[src/rtl/core/fmr_pkg.sv]
// ----------------------------------------------------------------------------
// fmr_pkg
// Shared types and codes of the framed message receiver.
// ----------------------------------------------------------------------------
`timescale 1ns / 1ps

package fmr_pkg;

	localparam int LEN_W = 7;

	localparam logic [1:0] KIND_STATUS = 2'd0;
	localparam logic [1:0] KIND_BYTE   = 2'd1;
	localparam logic [1:0] KIND_EMPTY  = 2'd2;

	localparam logic OP_BYTE  = 1'b0;
	localparam logic OP_DRAIN = 1'b1;

	localparam logic [1:0] REG_START  = 2'd0;
	localparam logic [1:0] REG_LEADIN = 2'd1;
	localparam logic [1:0] REG_OWN    = 2'd2;

	// one entry handed from the front to the back
	typedef struct packed {
		logic             is_drain;
		logic [1:0]       kind;
		logic             done;
		logic             drop;
		logic             ovf;
		logic [LEN_W-1:0] len;
		logic             is_local;
	} cmd_t;

endpackage

[src/rtl/core/fmr_ram.sv]
// ----------------------------------------------------------------------------
// fmr_ram
// Generic single write, single read RAM with registered read data.
// ----------------------------------------------------------------------------
`timescale 1ns / 1ps

module fmr_ram #(
	parameter int WIDTH = 8,
	parameter int DEPTH = 64
) (
	input  logic                     clk,
	input  logic                     we,
	input  logic [$clog2(DEPTH)-1:0] waddr,
	input  logic [WIDTH-1:0]         wdata,
	input  logic                     re,
	input  logic [$clog2(DEPTH)-1:0] raddr,
	output logic [WIDTH-1:0]         rdata
);

	logic [WIDTH-1:0] mem_q [DEPTH];

	always_ff @(posedge clk) begin
		if (we) begin
			mem_q[waddr] <= wdata;
		end
		if (re) begin
			rdata <= mem_q[raddr];
		end
	end

endmodule

[src/rtl/core/fmr_cmd_fifo.sv]
// ----------------------------------------------------------------------------
// fmr_cmd_fifo
// Two-entry queue of commands between the parser and the result engine.
// ----------------------------------------------------------------------------
`timescale 1ns / 1ps

module fmr_cmd_fifo (
	input  logic          clk,
	input  logic          arst_n,
	input  logic          push,
	input  fmr_pkg::cmd_t push_data,
	output logic          full,
	input  logic          pop,
	output fmr_pkg::cmd_t pop_data,
	output logic          empty
);

	fmr_pkg::cmd_t mem_q [2];
	logic          wr_ptr_q;
	logic          rd_ptr_q;
	logic [1:0]    cnt_q;

	assign full     = (cnt_q == 2'd2);
	assign empty    = (cnt_q == 2'd0);
	assign pop_data = mem_q[rd_ptr_q];

	always_ff @(posedge clk or negedge arst_n) begin
		if (!arst_n) begin
			wr_ptr_q <= 1'b0;
			rd_ptr_q <= 1'b0;
			cnt_q    <= 2'd0;
		end else begin
			if (push) begin
				wr_ptr_q <= ~wr_ptr_q;
			end
			if (pop) begin
				rd_ptr_q <= ~rd_ptr_q;
			end
			if (push && !pop) begin
				cnt_q <= cnt_q + 2'd1;
			end else if (pop && !push) begin
				cnt_q <= cnt_q - 2'd1;
			end
		end
	end

	always_ff @(posedge clk) begin
		if (push) begin
			mem_q[wr_ptr_q] <= push_data;
		end
	end

endmodule

[src/rtl/core/fmr_front.sv]
// ----------------------------------------------------------------------------
// fmr_front
// Accepts transactions, runs the frame parser, writes the message store and
// queues one command per transaction for the back end.
// ----------------------------------------------------------------------------
`timescale 1ns / 1ps

module fmr_front #(
	parameter int STORE_DEPTH = 64
) (
	input  logic                           clk,
	input  logic                           arst_n,
	input  logic                           in_valid,
	output logic                           in_ready,
	input  logic                           operation,
	input  logic [7:0]                     rx_byte,
	input  logic                           cfg_we,
	input  logic [1:0]                     cfg_index,
	input  logic [7:0]                     cfg_data,
	output logic                           ram_we,
	output logic [$clog2(STORE_DEPTH)-1:0] ram_waddr,
	output logic [7:0]                     ram_wdata,
	output logic                           push,
	output fmr_pkg::cmd_t                  push_data,
	input  logic                           fifo_full,
	input  logic                           drain_done
);

	localparam int AW    = $clog2(STORE_DEPTH);
	localparam int LEN_W = fmr_pkg::LEN_W;
	localparam logic [LEN_W-1:0] DEPTH_L = LEN_W'(STORE_DEPTH);

	localparam logic [2:0] PH_START    = 3'd0;
	localparam logic [2:0] PH_LEADIN   = 3'd1;
	localparam logic [2:0] PH_TOADDR   = 3'd2;
	localparam logic [2:0] PH_FROMADDR = 3'd3;
	localparam logic [2:0] PH_COMMAND  = 3'd4;
	localparam logic [2:0] PH_LENGTH   = 3'd5;
	localparam logic [2:0] PH_DATA     = 3'd6;
	localparam logic [2:0] PH_CHECK    = 3'd7;

	logic [2:0]       ph_q, ph_d, ph_cur;
	logic [7:0]       dr_q, dr_d;
	logic [LEN_W-1:0] wp_q, wp_d, wp_cur, wp_inc;
	logic [LEN_W-1:0] len_q, len_d;
	logic             rec_q, rec_d;
	logic             pend_q, pend_d;
	logic             busy_q, busy_d;
	logic [7:0]       start_q, leadin_q, own_q, dest_q;
	logic             accept, ovf, store_en;
	fmr_pkg::cmd_t    cmd;

	assign in_ready  = !fifo_full && !busy_q;
	assign accept    = in_valid && in_ready;
	assign push      = accept;
	assign push_data = cmd;
	assign ram_we    = store_en;
	assign ram_waddr = wp_cur[AW-1:0];
	assign ram_wdata = rx_byte;

	always_comb begin
		ph_d     = ph_q;
		dr_d     = dr_q;
		wp_d     = wp_q;
		len_d    = len_q;
		rec_d    = rec_q;
		pend_d   = pend_q;
		busy_d   = busy_q;
		cmd      = '0;
		cmd.kind = fmr_pkg::KIND_STATUS;
		ovf      = 1'b0;
		store_en = 1'b0;
		ph_cur   = ph_q;
		wp_cur   = wp_q;
		wp_inc   = wp_q;
		if (drain_done) begin
			busy_d = 1'b0;
		end
		if (accept) begin
			if (operation == fmr_pkg::OP_DRAIN) begin
				pend_d = 1'b0;
				if (!pend_q || len_q == '0) begin
					cmd.kind = fmr_pkg::KIND_EMPTY;
				end else begin
					cmd.is_drain = 1'b1;
					cmd.kind     = fmr_pkg::KIND_BYTE;
					cmd.len      = len_q;
					cmd.is_local = (own_q != 8'd0) && (dest_q == own_q);
					busy_d       = 1'b1;
				end
			end else begin
				ovf = (wp_q >= DEPTH_L);
				if (ovf) begin
					ph_cur = PH_START;
					wp_cur = '0;
					rec_d  = 1'b0;
				end
				cmd.ovf = ovf;
				ph_d    = ph_cur;
				wp_d    = wp_cur;
				if (pend_q) begin
					ph_d     = PH_START;
					wp_d     = '0;
					cmd.drop = 1'b1;
				end else begin
					case (ph_cur)
						PH_START: begin
							ph_d = (rx_byte == start_q) ? PH_LEADIN : PH_START;
						end
						PH_LEADIN: begin
							ph_d = (rx_byte == leadin_q) ? PH_TOADDR : PH_START;
						end
						PH_TOADDR: begin
							rec_d = 1'b1;
							ph_d  = PH_FROMADDR;
						end
						PH_FROMADDR: begin
							ph_d = PH_COMMAND;
						end
						PH_COMMAND: begin
							ph_d = PH_LENGTH;
						end
						PH_LENGTH: begin
							dr_d = rx_byte;
							ph_d = (rx_byte != 8'd0) ? PH_DATA : PH_CHECK;
						end
						PH_DATA: begin
							dr_d = dr_q - 8'd1;
							if (dr_d == 8'd0) begin
								ph_d = PH_CHECK;
							end
						end
						default: begin
							store_en = (wp_cur < DEPTH_L);
							rec_d    = 1'b0;
							pend_d   = 1'b1;
							ph_d     = PH_START;
							cmd.done = 1'b1;
						end
					endcase
					if (rec_d && (wp_cur < DEPTH_L)) begin
						store_en = 1'b1;
					end
					wp_inc = wp_cur + LEN_W'(store_en);
					if (ph_cur == PH_CHECK) begin
						len_d = wp_inc;
						wp_d  = '0;
					end else begin
						wp_d = wp_inc;
					end
				end
			end
		end
	end

	always_ff @(posedge clk or negedge arst_n) begin
		if (!arst_n) begin
			ph_q     <= PH_START;
			dr_q     <= 8'd0;
			wp_q     <= '0;
			len_q    <= '0;
			rec_q    <= 1'b0;
			pend_q   <= 1'b0;
			busy_q   <= 1'b0;
			start_q  <= 8'd0;
			leadin_q <= 8'd0;
			own_q    <= 8'd0;
		end else begin
			ph_q   <= ph_d;
			dr_q   <= dr_d;
			wp_q   <= wp_d;
			len_q  <= len_d;
			rec_q  <= rec_d;
			pend_q <= pend_d;
			busy_q <= busy_d;
			if (cfg_we) begin
				case (cfg_index)
					fmr_pkg::REG_START:  start_q  <= cfg_data;
					fmr_pkg::REG_LEADIN: leadin_q <= cfg_data;
					fmr_pkg::REG_OWN:    own_q    <= cfg_data;
					default: ;
				endcase
			end
		end
	end

	// destination byte kept aside for the local check
	always_ff @(posedge clk) begin
		if (store_en && wp_cur == '0) begin
			dest_q <= rx_byte;
		end
	end

endmodule

[src/rtl/core/fmr_back.sv]
// ----------------------------------------------------------------------------
// fmr_back
// Takes queued commands, plays out status results and drains the message
// store into the output register.
// ----------------------------------------------------------------------------
`timescale 1ns / 1ps

module fmr_back #(
	parameter int STORE_DEPTH = 64
) (
	input  logic                           clk,
	input  logic                           arst_n,
	input  logic                           fifo_empty,
	input  fmr_pkg::cmd_t                  fifo_data,
	output logic                           fifo_pop,
	output logic                           ram_re,
	output logic [$clog2(STORE_DEPTH)-1:0] ram_raddr,
	input  logic [7:0]                     ram_rdata,
	output logic                           drain_done,
	output logic                           out_valid,
	input  logic                           out_ready,
	output logic [1:0]                     result_kind,
	output logic                           frame_done,
	output logic                           byte_dropped,
	output logic                           frame_overflow,
	output logic [7:0]                     message_byte,
	output logic [5:0]                     byte_position,
	output logic                           is_local,
	output logic                           last
);

	localparam int AW    = $clog2(STORE_DEPTH);
	localparam int LEN_W = fmr_pkg::LEN_W;

	logic             act_q;
	logic [LEN_W-1:0] n_q;
	logic [LEN_W-1:0] iss_q;
	logic             loc_q;
	logic             rd_s1;
	logic [LEN_W-1:0] rd_idx_s1;
	logic             rd_last_s1;
	logic             out_valid_q;
	logic             out_load, issue, load_byte, load_status;

	assign out_valid   = out_valid_q;
	assign out_load    = !out_valid_q || out_ready;
	assign issue       = act_q && (iss_q != n_q) && (!rd_s1 || out_load);
	assign load_byte   = rd_s1 && out_load;
	assign fifo_pop    = !fifo_empty && !act_q && (fifo_data.is_drain || out_load);
	assign load_status = fifo_pop && !fifo_data.is_drain;
	assign drain_done  = load_byte && rd_last_s1;
	assign ram_re      = issue;
	assign ram_raddr   = iss_q[AW-1:0];

	always_ff @(posedge clk or negedge arst_n) begin
		if (!arst_n) begin
			act_q       <= 1'b0;
			rd_s1       <= 1'b0;
			out_valid_q <= 1'b0;
		end else begin
			if (fifo_pop && fifo_data.is_drain) begin
				act_q <= 1'b1;
			end else if (drain_done) begin
				act_q <= 1'b0;
			end
			if (issue) begin
				rd_s1 <= 1'b1;
			end else if (out_load) begin
				rd_s1 <= 1'b0;
			end
			if (load_byte || load_status) begin
				out_valid_q <= 1'b1;
			end else if (out_ready) begin
				out_valid_q <= 1'b0;
			end
		end
	end

	always_ff @(posedge clk) begin
		if (fifo_pop && fifo_data.is_drain) begin
			n_q   <= fifo_data.len;
			loc_q <= fifo_data.is_local;
			iss_q <= '0;
		end else if (issue) begin
			iss_q <= iss_q + LEN_W'(1);
		end
		if (issue) begin
			rd_idx_s1  <= iss_q;
			rd_last_s1 <= (iss_q + LEN_W'(1) == n_q);
		end
		if (load_byte) begin
			result_kind    <= fmr_pkg::KIND_BYTE;
			frame_done     <= 1'b0;
			byte_dropped   <= 1'b0;
			frame_overflow <= 1'b0;
			message_byte   <= ram_rdata;
			byte_position  <= rd_idx_s1[5:0];
			is_local       <= loc_q;
			last           <= rd_last_s1;
		end else if (load_status) begin
			result_kind    <= fifo_data.kind;
			frame_done     <= fifo_data.done;
			byte_dropped   <= fifo_data.drop;
			frame_overflow <= fifo_data.ovf;
			message_byte   <= 8'd0;
			byte_position  <= 6'd0;
			is_local       <= 1'b0;
			last           <= 1'b1;
		end
	end

endmodule

[src/rtl/core/framed_message_receiver.sv]
// ----------------------------------------------------------------------------
// framed_message_receiver
// Received bytes: one per cycle while the queue has room and no drain runs; status result via
// queue and output register. Process: first byte via queue, store read and output register,
// then one byte per cycle while out_ready holds (single store read port); inputs wait for the last.
// Reset clears parser, pending flag and registers; store contents undefined.
// ----------------------------------------------------------------------------
`timescale 1ns / 1ps

module framed_message_receiver #(
	parameter int STORE_DEPTH = 64
) (
	input  logic       clk,
	input  logic       arst_n,
	input  logic       in_valid,
	output logic       in_ready,
	input  logic       operation,
	input  logic [7:0] rx_byte,
	input  logic       cfg_we,
	input  logic [1:0] cfg_index,
	input  logic [7:0] cfg_data,
	output logic       out_valid,
	input  logic       out_ready,
	output logic [1:0] result_kind,
	output logic       frame_done,
	output logic       byte_dropped,
	output logic       frame_overflow,
	output logic [7:0] message_byte,
	output logic [5:0] byte_position,
	output logic       is_local,
	output logic       last
);

	localparam int AW = $clog2(STORE_DEPTH);

	logic          ram_we, ram_re;
	logic [AW-1:0] ram_waddr, ram_raddr;
	logic [7:0]    ram_wdata, ram_rdata;
	logic          push, pop, fifo_full, fifo_empty, drain_done;
	fmr_pkg::cmd_t push_data, pop_data;

	fmr_front #(.STORE_DEPTH(STORE_DEPTH)) u_front (
		.clk        (clk),
		.arst_n     (arst_n),
		.in_valid   (in_valid),
		.in_ready   (in_ready),
		.operation  (operation),
		.rx_byte    (rx_byte),
		.cfg_we     (cfg_we),
		.cfg_index  (cfg_index),
		.cfg_data   (cfg_data),
		.ram_we     (ram_we),
		.ram_waddr  (ram_waddr),
		.ram_wdata  (ram_wdata),
		.push       (push),
		.push_data  (push_data),
		.fifo_full  (fifo_full),
		.drain_done (drain_done)
	);

	fmr_cmd_fifo u_fifo (
		.clk       (clk),
		.arst_n    (arst_n),
		.push      (push),
		.push_data (push_data),
		.full      (fifo_full),
		.pop       (pop),
		.pop_data  (pop_data),
		.empty     (fifo_empty)
	);

	fmr_ram #(.WIDTH(8), .DEPTH(STORE_DEPTH)) u_store (
		.clk   (clk),
		.we    (ram_we),
		.waddr (ram_waddr),
		.wdata (ram_wdata),
		.re    (ram_re),
		.raddr (ram_raddr),
		.rdata (ram_rdata)
	);

	fmr_back #(.STORE_DEPTH(STORE_DEPTH)) u_back (
		.clk            (clk),
		.arst_n         (arst_n),
		.fifo_empty     (fifo_empty),
		.fifo_data      (pop_data),
		.fifo_pop       (pop),
		.ram_re         (ram_re),
		.ram_raddr      (ram_raddr),
		.ram_rdata      (ram_rdata),
		.drain_done     (drain_done),
		.out_valid      (out_valid),
		.out_ready      (out_ready),
		.result_kind    (result_kind),
		.frame_done     (frame_done),
		.byte_dropped   (byte_dropped),
		.frame_overflow (frame_overflow),
		.message_byte   (message_byte),
		.byte_position  (byte_position),
		.is_local       (is_local),
		.last           (last)
	);

	a_no_push_full: assert property (@(posedge clk) disable iff (!arst_n)
		push |-> !fifo_full)
		else $error("command queue overrun");

	a_byte_flags: assert property (@(posedge clk) disable iff (!arst_n)
		out_valid && result_kind == fmr_pkg::KIND_BYTE |->
			!frame_done && !byte_dropped && !frame_overflow)
		else $error("status flags set on a message byte");

	a_drain_end: assert property (@(posedge clk) disable iff (!arst_n)
		drain_done |=> out_valid && last && result_kind == fmr_pkg::KIND_BYTE)
		else $error("drain ended without a final message byte");

	a_no_write_in_drain: assert property (@(posedge clk) disable iff (!arst_n)
		ram_re |-> !ram_we)
		else $error("store written during a drain");

endmodule
[config.mk]
export PLATFORM = sky130hd
export DESIGN_NAME = framed_message_receiver
export DESIGN_NICKNAME = d
export VERILOG_FILES = /design/src/rtl/core/fmr_pkg.sv /design/src/rtl/core/fmr_ram.sv /design/src/rtl/core/fmr_cmd_fifo.sv /design/src/rtl/core/fmr_front.sv /design/src/rtl/core/fmr_back.sv /design/src/rtl/core/framed_message_receiver.sv
export SDC_FILE = /design/constraint.sdc
export NUM_CORES = 1
export LEC_CHECK = 0
export BUFFER_PORTS_ARGS = -buffer_cell sky130_fd_sc_hd__buf_2
export CELL_PAD_IN_SITES_DETAIL_PLACEMENT = 0
export CELL_PAD_IN_SITES_GLOBAL_PLACEMENT = 1
export CORE_AREA = 10 10 310 312
export CTS_BUF_LIST = sky130_fd_sc_hd__clkbuf_8
export CTS_CLUSTER_SIZE = 12
export DETAILED_ROUTE_END_ITERATION = 7
export DIE_AREA = 0 0 320 322
export PLACE_DENSITY = 0.57
export SETUP_SLACK_MARGIN = 0.4
export SLEW_MARGIN = 10
export SYNTH_ARGS = -nofsm -noshare
export SYNTH_HDL_FRONTEND = slang
export SYNTH_HIERARCHICAL = 1
export SYNTH_SLANG_ARGS = --single-unit
export TNS_END_PERCENT = 30
[constraint.sdc]
create_clock -name clk -period 5.6 [get_ports clk]
set_input_delay 1.12 -clock clk [delete_from_list [all_inputs] [get_ports clk]]
set_output_delay 1.12 -clock clk [all_outputs]
set_load 0.02 [all_outputs]
==> flow_summary.ini, run 1 <==
[synth]
yosys_warnings = 6
ys.flop_type = edfxtp_1
syn-num-nets = 1485
synth_fa_ha_area_frac = 0.002806
synthXorXnorAreaFrac = 0.01572
syn_avg_cell_area_um2 = 18.38
synthArstFlopShare = 0.08967
ys_seq_area_frac = 0.7231
ys_top_cells_by_count = edfxtp_1 (587), mux4_2 (126), nor2_1 (108), dfrtp_1 (59), mux2_2 (49)
synth-seq-cells = 658
synth.distinct_cells = 79
yosys-top-cells-area = edfxtp_1 (66%), mux4_2 (11%), dfrtp_1 (5.5%)
synthCells = 1455
synth.most_common_cell = edfxtp_1
synth_top_family_by_area = multiplexers
muxShareOfSynthArea = 0.1445
synth_enable_flop_cells = 587
yosysTopAreaCellShare = 0.6590
synth_compound_area_frac = 0.03237
yosysTopAreaCell = edfxtp_1
yosys.area_share.simple = 0.05922
syn-cell-area_mm2 = 0.02675

[worst_setup_path]
path_delay_family = simple AND/OR/NAND/NOR gates
critPathSlowestCell = or4b_1
cp_slowest_stage_delay_ns = 0.82
crit_path_start_kind = input pin
crit_arrival_ns = 4.04
crit_path_end_kind = flip-flop
critical_path_class = input pin to flip-flop
cp_max_fo = 14
required_ns = 5.92
crit_chain = buf_2 > or4b_1 > a21o_1 > nor2b_1 > nand3_1 > nor2_1
cp_num_buf_inv = 1

[cts]
cts_hold_buf = 0
cts_tree = done
cts.sinks = 658
path_clk_slew_ns = 0.06
cts_buffer_depth = 3
htreeDepth = 3
cts_root_buf = clkbuf_8
cts_buffers = 107
cts_resized = 0
cts_setup_buffers = 0
clk_latency_ns = 0.72

[timing]
finalClockSkew_ns = 0.05248
finalCriticalPeriod_ns = 3.717
final.setup.tns_ns = 0
min_period_over_period = 0.6637
slew_headroom = 0.2717
rsz0062_at_grt = false
slew_viol_final = 0
final-setup-viol-count = 0
fmax_mhz = 269.1
worstMarginPinSlew_ns = 1.084
hold_viol = 0

[place]
portBuffers = 46
globalplace.congestion = 0.7785
hpwl_um = 41220

[global_routing]
antenna_found_initial = 1
grt.overflow.total = 0
grt_pass1_vias = 14436
grt_max_degree = 70
grt_use_total = 0.1266
grt_pass1_wl_um = 97710

[detailed_routing]
drt-initial-drc-count = 1109
drt-pass1-iter-count = 5
drc = 0
avgRoutedWirePerCell_um = 23.25
routed-via-count = 13737
routed_wirelength_um = 65800
avgViaCountPerCell = 4.854
detail-route-antenna-nets = 0

[die]
fp-row-count = 110
core_area_mm2 = 0.08960
start_util = 0.2985
die_area_mm2 = 0.1030
die_x_um = 320
num_io_pins = 47
die_h_um = 322

[status]
outcome = finished, final reports clean

[pwr]
p_leak_nw = 9.971
max-vdd-ir-drop_uv = 186.0
power_density_mw_per_mm2 = 455.5

[flow_run]
max-cap-violations = 0

[cells_and_area]
layout-drive-gt1-share = 0.2662
final_util = 0.3388
area_growth_pct = 13.47
final_nets = 1592

[worst_hold_path]
hp-class = flip-flop to flip-flop
-- placed cells by master (no fill, tap or decap), types with 9 or more instances in the layout --
cell,count
xnor2_1,20
inv_1,37
nor3_1,17
mux2i_1,34
clkinv_1,28
nor2_1,108
mux2_4,9
mux2_2,49
and2_1,14
o22ai_1,13
buf_4,35
nand3_1,24
o21ai_0,14
dfrtp_1,59
a21oi_1,20
and3_1,17
clkinv_2,23
xor2_1,28
buf_2,46
clkbuf_8,114
nand2b_1,10
nand2_1,42
nor2b_1,20
mux4_2,126
edfxtp_1,587
-- state kept, by name, summed over array words and instances (netlist names), 2 cells and up --
signal,count
u_store/rdata,8
u_fifo/cnt_q,2
u_front/leadin_q,8
u_front/ph_q,3
u_front/len_q,7
u_fifo/mem_q,28
u_store/mem_q,512
u_back/rd_idx_s1,6
u_back/iss_q,7
u_front/dr_q,8
u_back/result_kind,2
u_front/start_q,8
u_front/dest_q,8
u_back/n_q,7
u_front/wp_q,7
u_back/message_byte,8
u_back/byte_position,6
u_front/own_q,8
-- worst register-to-register path, delay by kind of cell, from the launching register on --
family | cells | cell delay [ns]
simple gates | 5 | 2.53
flops | 1 | 0.41
compound gates | 1 | 0.36
-- metal layers --
metal / track usage / part of all wire / up-vias
met3: 0.02807 / 0.063 / 115
met4: 0.04529 / 0.029 / 0
met2: 0.2018 / 0.47 / 450
met1: 0.1683 / 0.43 / 7130
li1: - / - / 6042
met5: 0 / 0 / -
-- stage by stage --
step | hold WS (ns) | setup slack, ns | cells | area, um2 | total power, mW
2_1_floorplan | 0.4326 | 2.066 | 1455 | 26750 | 8.754
3_3_place_gp | 0.4314 | 1.201 | 2629 | 28220 | 9.838
3_5_place_dp | 0.4419 | 1.174 | 2629 | 28220 | 9.865
4_1_cts | 0.4515 | 1.856 | 2829 | 30340 | 14.01
5_1_grt | 0.4696 | 1.683 | 2830 | 30350 | 14.49
6_report | 0.4514 | 1.883 | 2830 | 30350 | 13.83
-- report_power, final --
group          total [mW]  internal (mW)  switching, mW
clock                4.11           2.17           1.94
sequential           6.32           5.83          0.495
combinational        3.39           1.53           1.87
-- layout make-up --
type                    count  area [um2]
well taps                1176        1471
clock buffers             114        1569
multi-input cells         697        6815
repair buffers             82       513.0
fillers                  8522       59250
flip-flops and latches    658       19360
diodes                      1       2.502
inverters                  16       65.06
clock inverters            86       558.0
-- path summary, 6_finish.rpt --
path	to	cells past startpoint	from	slack (ns)
setup / recovery	u_store/mem_q[62][3]	6	operation	1.88
hold / removal	u_back/iss_q[4]	1	u_back/iss_q[4]	0.45
setup reg to reg	u_store/mem_q[62][3]	6	u_fifo/cnt_q[1]	1.95
hold reg to reg	u_back/iss_q[4]	1	u_back/iss_q[4]	0.45
max in group asynchronous	u_back/out_valid	2	arst_n	4.43
min in group asynchronous	u_front/leadin_q[0]	2	arst_n	0.60
-- cell families after synthesis --
group,count (synthesis)
adders and majority gates,6
muxes,218
xor gates and xnor gates,48
DFF,658
AOI/OAI and AO/OA,119
buffers and inverters,100
and+or+nand+nor,306
Note: power is estimated with default switching activity, not from simulation.
==> run 2: changes to the inputs <==
--- a/config.mk
+++ b/config.mk
@@ -5,15 +5,16 @@
 export SDC_FILE = /design/constraint.sdc
 export NUM_CORES = 1
 export LEC_CHECK = 0
+export ABC_AREA = 1
 export BUFFER_PORTS_ARGS = -buffer_cell sky130_fd_sc_hd__buf_2
 export CELL_PAD_IN_SITES_DETAIL_PLACEMENT = 0
 export CELL_PAD_IN_SITES_GLOBAL_PLACEMENT = 1
-export CORE_AREA = 10 10 310 312
+export CORE_AREA = 10 10 317 319
 export CTS_BUF_LIST = sky130_fd_sc_hd__clkbuf_8
 export CTS_CLUSTER_SIZE = 12
 export DETAILED_ROUTE_END_ITERATION = 7
-export DIE_AREA = 0 0 320 322
-export PLACE_DENSITY = 0.57
+export DIE_AREA = 0 0 327 329
+export PLACE_DENSITY = 0.62
 export SETUP_SLACK_MARGIN = 0.4
 export SLEW_MARGIN = 10
 export SYNTH_ARGS = -nofsm -noshare
==> constraint.sdc (replaced) <==
create_clock -name clk -period 3.05 [get_ports clk]
set_input_delay 0.61 -clock clk [delete_from_list [all_inputs] [get_ports clk]]
set_output_delay 0.61 -clock clk [all_outputs]
set_load 0.02 [all_outputs]
==> flow_summary.ini, run 2 <==
[timing]
fin_hold_ws_ns = 0.1967
slew_headroom = 0.2162
finalClockSkew_ns = 0.04090
finalCriticalPeriod_ns = 2.644
rsz0062_at_grt = true
min_period_over_period = 0.8668
final-setup-viol-count = 0
slew_viol_final = 0
hold_viol = 0
final.setup.tns_ns = 0
fmax_mhz = 378.3
worstMarginPinSlew_ns = 1.174

[worst_setup_path]
crit_path_end_kind = flip-flop
required_ns = 3.44
cp_max_fo = 8
crit_arrival_ns = 3.04
reg2regPathDepth = 15
crit_path_start_kind = flip-flop
critical_path_class = flip-flop to flip-flop

[global_routing]
grt_use_met1 = 0.1704
met2_usage = 0.2288
grt_max_degree = 123
grt.overflow.total = 0
grt_use_total = 0.1362
busiest_layer = met2
met3_usage = 0.02908
grt_pass1_wl_um = 112700
grt_pass1_vias = 19093
antenna_found_initial = 1

[cells_and_area]
fin_cells = 3976
top_register = u_store/mem_q
nFillCells = 9421
final_nets = 2651
area_growth_pct = 15.28
layout_commonest_cell = nand2_1
layout_common_cells = nand2_1 (788), edfxtp_1 (587), nand3_1 (465), inv_1 (139), clkbuf_8 (115)
reg_top3 = u_store/mem_q (512), u_fifo/mem_q (28)
finalInstanceArea_mm2 = 0.03232
largest_reg_flops = 512
layout-drive-gt1-share = 0.1472

[synth]
synth.distinct_cells = 42
syn-num-nets = 2532
yosysTopAreaCellShare = 0.6288
ys_top_cells_by_count = nand2_1 (789), edfxtp_1 (587), nand3_1 (465), nor2_1 (132), inv_1 (113)
synthArstFlopShare = 0.08967
yosys_warnings = 6
yosys-top-cells-area = edfxtp_1 (63%), nand2_1 (11%), nand3_1 (8.3%)
synthXorXnorAreaFrac = 0.01031
synth_enable_flop_cells = 587
synth_compound_area_frac = 0.01817
muxShareOfSynthArea = 0.006829
synth_top_family_by_area = simple AND/OR/NAND/NOR gates
yosys.area_share.simple = 0.2183
syn-cell-area_mm2 = 0.02803
ys.flop_type = edfxtp_1
ys_seq_area_frac = 0.6900
yosysTopAreaCell = edfxtp_1
syn_avg_cell_area_um2 = 11.20
synth-seq-cells = 658
synth_fa_ha_area_frac = 0.002678
synth.most_common_cell = nand2_1
synthCells = 2502

[detailed_routing]
drc = 0
detail-route-antenna-nets = 0
routed_wirelength_um = 75250
drt-initial-drc-count = 1619
avgViaCountPerCell = 4.682
avgRoutedWirePerCell_um = 18.93
drt-pass1-iter-count = 7
routed-via-count = 18615

[die]
core_area_mm2 = 0.09430
fp-row-count = 113
num_io_pins = 47
die_area_mm2 = 0.1076
die_h_um = 329
die_x_um = 327
start_util = 0.2973

[pwr]
power_frac_comb = 0.020
p_leak_nw = 12.19
intPower_mw = 13.95
p_clk_frac = 0.426
swShare = 0.2183
switchingPower_mw = 3.897
p_total_mw = 17.85
max-vdd-ir-drop_uv = 270.1
seq_power_share = 0.555
power_density_mw_per_mm2 = 552.3

[status]
outcome = finished, final reports clean

[place]
portBuffers = 46
globalplace.congestion = 0.8272
place_inst = 3768
placed_area_mm2 = 0.02986
hpwl_um = 45880

[flow_run]
max-cap-violations = 0

[cts]
path_clk_slew_ns = 0.06
clk_latency_ns = 0.71
cts.sinks = 658
cts_buffer_depth = 3
cts_buffers = 109
cts_tree = done
cts_root_buf = clkbuf_8
htreeDepth = 3

[worst_hold_path]
min_path_cells = 1
hp-class = input pin to flip-flop
[run 2: cell types whose count changed in the layout (fill, tap and decap cells not counted), sizes merged, moves of 20 or more]
| cell | delta |
|---|---|
| mux4 | -126 |
| nor2b | -20 |
| inv | +114 |
| nand3 | +442 |
| nand2 | +752 |
| nor2 | +29 |
| o21ai | +42 |
| mux2i | -34 |
| buf | +66 |
| mux2 | -44 |
[run 2: final cells by class]
type	count	area, um2	share of cell area
sequential	658	19350	0.5989
multi-input combinational	1580	7493	0.2319
clock buffer	115	1583	0.04898
tap	1265	1583	0.04898
timing repair buffer	149	1271	0.03934
clock inverter	85	550.5	0.01704
inverter	122	475.5	0.01471
timing repair inverter	1	5.005	0.0001549
antenna	1	2.502	0.00007743
[run 2: routing by layer]
metal,up-vias,routed length [um]
met5,-,0
met4,0,1968
met3,130,4133
met2,503,36560
met1,9117,32590
li1,8865,-
[run 2: per-stage QoR]
stage | worst slack, ns | utilization
6_report | 0.4064 | 0.3427
4_1_cts | 0.2040 | 0.3402
3_3_place_gp | 0.1232 | 0.3167
5_1_grt | 0.2556 | 0.3427
2_1_floorplan | 0.2152 | -
3_5_place_dp | 0.1014 | 0.3167
[run 2: power by group through the flow]
stage / clock (mW) / combinational, mW / sequential, mW
final: 7.60 / 0.349 / 9.90
after global routing: 8.24 / 0.388 / 9.90
after CTS: 7.81 / 0.363 / 9.90
after detailed placement: 0 / 0.362 / 10.1
after global placement: 0 / 0.359 / 10.1
after floorplan: 0 / 0.161 / 10.1
[run 2: worst paths after layout]
path / startpoint / endpoint / slack, ns
max in group asynchronous: arst_n / u_front/leadin_q[0] / 1.83
setup / recovery: u_fifo/cnt_q[1] / u_store/mem_q[49][3] / 0.41
setup reg to reg: u_fifo/cnt_q[1] / u_store/mem_q[49][3] / 0.41
hold / removal: rx_byte[1] / u_front/dest_q[1] / 0.20
hold reg to reg: u_back/byte_dropped / u_back/byte_dropped / 0.47
min in group asynchronous: arst_n / u_fifo/cnt_q[0] / 0.46
[run 2: worst max-delay path: stages (launching register included)]
cell and delay [ns]:
dfrtp_1 0.40, inv_1 0.08, nor2_1 0.05, nor2_2 0.12, nand2_2 0.11, nor2_4 0.25, buf_6 0.15, buf_4 0.11
o21ai_0 0.08, buf_4 0.15, inv_1 0.08, buf_4 0.12, nand4_1 0.08, buf_6 0.19, nor4_4 0.16, buf_4 0.22
[run 2: repair_timing]
action                     in CTS  in global routing
hold buffers                    1                  0
resized for setup              22                 50
pin swaps                       0                  1
setup endpoints to repair     265                511
hold endpoints to repair       19                  0
setup buffers                   0                  5
cloned                          0                  1
[run 2: logic make-up (layout without fill, tap and decap cells)]
group,Yosys count,count (layout)
AND/OR/NAND/NOR,1436,1436
flip-flops,658,658
buffers and inverters,264,472
AO/OA/AOI/OAI,91,91
XOR/XNOR,33,33
multiplexers,14,14
adder cells (fa/ha/maj),6,6
other,0,1
